==> config.mk <==
export PLATFORM = sky130hd
export DESIGN_NAME = nsa_front
export DESIGN_NICKNAME = d
export VERILOG_FILES = /design/src/rtl/core/nsa_pkg.sv /design/src/rtl/core/nsa_front.sv
export SDC_FILE = /design/constraint.sdc
export NUM_CORES = 1
export LEC_CHECK = 0
export ABC_CLOCK_PERIOD_IN_PS = 2260
export BUFFER_PORTS_ARGS = -buffer_cell sky130_fd_sc_hd__clkbuf_2
export CORE_MARGIN = 1.5
export CORE_UTILIZATION = 34
export DETAILED_ROUTE_END_ITERATION = 8
export GPL_TIMING_DRIVEN = 1
export HOLD_SLACK_MARGIN = 0.1
export SYNTH_ARGS = -nofsm -noshare
export SYNTH_HDL_FRONTEND = slang
export SYNTH_SLANG_ARGS = --single-unit
==> constraint.sdc <==
create_clock -name clk -period 2.26 [get_ports clk]
set_input_delay 0.226 -clock clk [delete_from_list [all_inputs] [get_ports clk]]
set_output_delay 0.226 -clock clk [all_outputs]
set_load 0.02 [all_outputs]
==> src/rtl/core/nsa_pkg.sv <==
// ----------------------------------------------------------------------------
// nsa_pkg: shared types and codes of the NFA string acceptor
// Request codes, configuration register indexes, the command word that
// travels from the front to the back, and the back's status bundle.
// ----------------------------------------------------------------------------
`default_nettype none

package nsa_pkg;

	// Fixed field widths of the item and configuration ports
	localparam int REQ_W  = 2;
	localparam int SRC_W  = 4;
	localparam int SYM_W  = 8;
	localparam int MASK_W = 16;
	localparam int CIDX_W = 1;

	// Request codes
	localparam logic [REQ_W-1:0] REQ_ADD   = 2'd0;
	localparam logic [REQ_W-1:0] REQ_SYM   = 2'd1;
	localparam logic [REQ_W-1:0] REQ_EMPTY = 2'd2;

	// Configuration register indexes
	localparam logic [CIDX_W-1:0] CFG_START = 1'b0;
	localparam logic [CIDX_W-1:0] CFG_FINAL = 1'b1;

	// Classified command held in the front queue
	typedef struct packed {
		logic [REQ_W-1:0]  op;
		logic [SRC_W-1:0]  src;
		logic [SYM_W-1:0]  sym;
		logic [MASK_W-1:0] nxt;
		logic              last;
	} cmd_t;

	// Back-end status seen by the front
	typedef struct packed {
		logic clearing;
		logic take;
	} bk_status_t;

endpackage

`default_nettype wire

==> src/rtl/core/nsa_front.sv <==
// ----------------------------------------------------------------------------
// nsa_front: input acceptance and classification
// Takes items from the push side, drops those with no effect, and holds
// the rest in a two-entry queue for the back end.
// ----------------------------------------------------------------------------
`default_nettype none

module nsa_front #(
	parameter int NUM_STATES = 16
) (
	input  wire logic                       clk,
	input  wire logic                       arst_n,
	input  wire logic                       push,
	output logic                            full,
	input  wire logic [nsa_pkg::REQ_W-1:0]  req_type,
	input  wire logic [nsa_pkg::SRC_W-1:0]  source_state,
	input  wire logic [nsa_pkg::SYM_W-1:0]  symbol,
	input  wire logic [nsa_pkg::MASK_W-1:0] next_states,
	input  wire logic                       is_last,
	input  wire nsa_pkg::bk_status_t        bk,
	output nsa_pkg::cmd_t                   head,
	output logic                            avail
);

	import nsa_pkg::*;

	cmd_t       slot_q [2];
	logic       wr_ptr_q;
	logic       rd_ptr_q;
	logic [1:0] cnt_q;
	logic       accept;
	logic       keep;
	logic       deq;
	cmd_t       cmd;

	assign full   = (cnt_q == 2'd2) || bk.clearing;
	assign accept = push && !full;
	assign avail  = (cnt_q != 2'd0);
	assign head   = slot_q[rd_ptr_q];
	assign deq    = bk.take && avail;

	// Drop the unused request code and table writes to states that do not exist
	always_comb begin
		unique case (req_type) inside
			REQ_SYM, REQ_EMPTY: keep = 1'b1;
			REQ_ADD:            keep = (32'(source_state) < 32'(NUM_STATES));
			default:            keep = 1'b0;
		endcase
	end

	always_comb begin
		cmd.op   = req_type;
		cmd.src  = source_state;
		cmd.sym  = symbol;
		cmd.nxt  = next_states;
		cmd.last = is_last;
	end

	always_ff @(posedge clk) begin
		if (accept && keep) begin
			slot_q[wr_ptr_q] <= cmd;
		end
	end

	always_ff @(posedge clk or negedge arst_n) begin
		if (!arst_n) begin
			wr_ptr_q <= 1'b0;
			rd_ptr_q <= 1'b0;
			cnt_q    <= 2'd0;
		end else begin
			if (accept && keep) begin
				wr_ptr_q <= !wr_ptr_q;
			end
			if (deq) begin
				rd_ptr_q <= !rd_ptr_q;
			end
			cnt_q <= cnt_q + 2'((accept && keep) ? 1 : 0) - 2'(deq ? 1 : 0);
		end
	end

endmodule

`default_nettype wire

Word-level counts from Yosys, hierarchy flattened
Memories as Yosys holds them, arrays and structs flattened. Cells that the tools add are included.

Add/sub/neg operators: 2. Eq/ne operators: 3. Mux-type cells: 5. Reduce and logical (&&, ||, !) cells: 10.

Operators with widths (count): $mux W1 (5); $eq A2 B2 Y1 const B (2); $logic_and A1 B1 Y1 (3); $logic_not A1 Y1 (3); $reduce_or A3 Y1 (1); $add A2 B1 Y2 (1); $eq A2 B1 Y1 const B (1); $logic_not A2 Y1 (1); $reduce_bool A2 Y1 (1); $sub A2 B1 Y2 (1); $logic_or A1 B1 Y1 (1).

Register bits after elaboration: 4. Memory bits (writable): 62. Input port bits: 36. Memories kept: 1.

Memories: slot_q (words 2, width 31, read ports 1, clocked after Yosys merged registers in 0, wr ports 1, line nsa_front.sv:27) `cmd_t slot_q [2];`.

Logic depth before layout (Yosys ltp)
Depth after elaboration: 8. Depth in mapped cells: 7.

Worst setup path after synthesis
Ideal clock, no wire load.

Kind: reg2reg. Start: register cnt_q[0]. End: memory slot_q[0][0] in the netlist's numbering (enable). Setup time: 0.419 ns. Arrival: 2.090 ns. Required time: 1.841 ns. Path slack: -0.249 ns. Cell stages (with the launch flop): 4. Cells stage by stage: dfrtp_1 inv_1 a211o_4 nor2_1.

Word-level cells in the longest chain between the ends: 7.

RTL lines: from (decl) (line nsa_front.sv:30) `logic [1:0] cnt_q;`; from (signal assigned) (line nsa_front.sv:77) `cnt_q <= cnt_q + 2'((accept && keep) ? 1 : 0) - 2'(deq ? 1 : 0);`; $eq A2 B2 Y1 (line nsa_front.sv:36) `assign full = (cnt_q == 2'd2) || bk.clearing;`; $logic_or A1 B1 Y1 (line nsa_front.sv:36); $logic_not A1 Y1 (line nsa_front.sv:37) `assign accept = push && !full;`; $logic_and A1 B1 Y1 (line nsa_front.sv:37); $logic_and A1 B1 Y1 (line nsa_front.sv:60) `if (accept && keep) begin`; $mux W1 (line nsa_front.sv:60); $mux W1 (not written as such) (line nsa_front.sv:61) `slot_q[wr_ptr_q] <= cmd;`; to (decl) (line nsa_front.sv:27).

No other way between the ends.

Worst setup path after layout
Start: input port req_type[0] in the netlist's numbering. End: register cnt_q[1].

Word-level cells in the longest chain between the ends: 7.

RTL lines: from (decl) (line nsa_front.sv:15) `input wire logic [nsa_pkg::REQ_W-1:0] req_type,`; $eq A2 B1 Y1 (no source line), or another cell as far along; $reduce_or A3 Y1 (no source line) (*); $mux W1 (*) (line nsa_front.sv:44) `unique case (req_type) inside`; $logic_and A1 B1 Y1 (*) (line nsa_front.sv:77); $mux W1 (*) (line nsa_front.sv:77); $add A2 B1 Y2 (*) (line nsa_front.sv:77); $sub A2 B1 Y2 (*) (line nsa_front.sv:77).

Mark *: on every way between the ends. The rest lies on a longest branch, timed or not. A chain may end at the register's enable or synchronous reset.

==> flow_metrics.tcl <==
set metrics [dict create \
    synthCells 117 \
    peakVddDrop_uv 424 \
    ys_async_sr_fraction 0.0606 \
    cts_buffers 9 \
    status "finished clean" \
    power_w 0.00382 \
    synth-edff-count 62 \
    critPathLaunch "req_type[0]" \
    finClkSkew_ns 0.0110 \
    critPathRequiredTime_ns 2.52 \
    arrival_ns 2.19 \
    leakage_nw 1.36 \
    r2r-start "cnt_q[1]$_DFF_PN0_" \
    htreeDepth 3 \
    yosysTopAreaCell "edfxtp_1" \
    ant_nets 0 \
    clock_sinks 66 \
    synth.distinct_cells 17 \
    post_cts_resized 0 \
    post-cts-setup-buffer-count 0 \
    core_um2 7180 \
    rows 31 \
    finalCriticalPeriod_ns 1.92 \
    whs_path_depth 3 \
    hold_path.class "primary input to flop" \
    dp_hpwl_um 2770 \
    vias 1392 \
    port_buffers 68 \
    crit_path_end_kind "flop" \
    syn_area_um2 2490 \
    root_buffer "clkbuf_8" \
    grt_pass1_wl_um 6200 \
    start_util 0.347 \
    clk_pin_slew_worst_paths_ns 0.07 \
    drive_gt1_frac 0.523 \
    synth_top_area_share 0.748 \
    rr_worst_depth 7 \
    powerDensity_nw_per_um2 1080 \
    worst_pin_slew_ns 0.261 \
    place.gp.congestion 0.651 \
    die_y_um 88.6 \
    insertion_delay_ns 0.34 \
    yosys-top-cells-count "edfxtp_1, mux2_2, dfrtp_1, mux2_1" \
    drtIter0Drc 34 \
    setup_violations 0 \
    relSlewSlack 0.826 \
    rsz0062_at_grt "no" \
    syn_to_final_growth_pct 41.4 \
    grt_use_total 0.114 \
    switching_share 0.308 \
    first_pass_iters 3 \
    nets 268 \
    path_class "primary input to flop" \
    hold_viol 0 \
    cellInternalPower_w 0.00264 \
    antenna_cells 0 \
    clk_path_buf_depth 2 \
    drc 0 \
    postPlaceCellArea_um2 2970 \
    slew_viol_final 0 \
    fin_area_um2 3520 \
    crit_fanout 4 \
    pwr-share-comb 0.307 \
    post_drt_wl_per_cell_um 13.2 \
    syn_area_per_cell_um2 21.3 \
    min_from "bk[0]" \
    ys_seq_elements 66 \
    yosysMostFrequentCell "edfxtp_1" \
    synth_fp_nets 155 \
    start_kind "primary input" \
    wirelength_um 4400 \
    die_w_um 88.6 \
    ys_top_cells_by_area "edfxtp_1, mux2_2, dfrtp_1, mux2_1, buf_6" \
    grt_start_max_net_pins 19 \
    grt_pass1_vias 1319 \
    hold_buffers 32 \
    ys_seq_area_frac 0.788 \
    overflow 0 \
    antenna_found_initial 0 \
    n_fill_cell 636 \
    fmax_ghz 0.520 \
    pwr-share-seq 0.408 \
    synth-main-ff-cell "edfxtp_1" \
    post-route-period-util 0.852 \
    switchingPower_w 0.00118 \
    drv_cap 0 \
    io_pins 69 \
    clockPowerShare 0.285 \
    yosysWarnings 0 \
    cts_tree "done" \
    viasPerCell 4.17 \
    dieArea_um2 7840 \
]
-- layer usage --
layer	part of all wire	global-route usage	vias up
met5	0	0	-
met4	0.018	0.0810	0
met3	0.049	0.0364	7
met2	0.48	0.178	46
met1	0.46	0.134	663
li1	-	-	676
-- final timing paths --
path,to,slack (ns)
max in group asynchronous,wr_ptr_q$_DFFE_PN0P_,1.90
hold reg to reg,cnt_q[0]$_DFF_PN0_,0.56
min in group asynchronous,rd_ptr_q$_DFFE_PN0P_,0.22
setup reg to reg,cnt_q[1]$_DFF_PN0_,0.54
setup / recovery,cnt_q[1]$_DFF_PN0_,0.34
hold / removal,rd_ptr_q$_DFFE_PN0P_,0.19
-- kinds of logic after synthesis --
logic type      share of synthesized area
compound gates                     0.0141
xor+xnor                           0.0171
fa+ha+maj                          0.0101
buf+inv                            0.0201
flops                               0.788
mux                                 0.140
simple gates                       0.0101
-- critical path, cell delays in order --
cell and delay, ns:
dlygate4sd3_1 0.53, clkbuf_2 0.12, a21bo_1 0.19, a211o_4 0.32, ha_1 0.29, inv_1 0.04, ha_1 0.17, xnor2_1 0.17
xnor2_1 0.13
-- layout make-up --
class,count,area [um^2],share of cell area
multi-input cells,44,492,0.140
well taps,99,124,0.0352
inverters,3,11.3,0.00320
flip-flops and latches,66,1960,0.557
repair buffers,106,706,0.200
clock inverters,7,101,0.0288
clock buffers,9,124,0.0352
-- power groups by stage --
stage                     Clock, W  Combinational, W  Sequential, W
after global placement           0           0.00114        0.00158
final                      0.00109           0.00117        0.00156
after floorplan                  0          0.000837        0.00157
after global routing       0.00116           0.00126        0.00157
after detailed placement         0           0.00114        0.00159
after CTS                  0.00112           0.00119        0.00156
-- registers in the layout, summed over array words and instances (netlist names) --
register,count
slot_q,62
cnt_q,2
rd_ptr_q,1
wr_ptr_q,1
-- cells in the final DEF (no fill, tap or decap), drive strengths merged --
cell,n
a21bo,1
bufinv,2
and2,1
clkinvlp,2
ha,2
buf,6
a21o,1
a211o,1
xor2,1
nor2,2
dfrtp,4
clkinv,1
clkbuf,77
mux2,31
dlygate4sd3,32
edfxtp,62
inv,5
or2,1
xnor2,3
-- through the flow --
| stage | utilization | cells | setup TNS [ns] | hold slack [ns] | worst slack [ns] |
|---|---|---|---|---|---|
| finish | 0.490 | 334 | 0 | 0.187 | 0.335 |
| global route | 0.490 | 334 | 0 | 0.191 | 0.290 |
| CTS | 0.490 | 334 | 0 | 0.167 | 0.357 |
| detailed placement | 0.414 | 286 | 0 | 0.0481 | 0.537 |
| global placement | 0.414 | 286 | 0 | 0.0433 | 0.554 |
| floorplan | - | 117 | -15.45 | -0.0696 | -0.249 |
No activity file was read; power rests on OpenSTA's default activity.
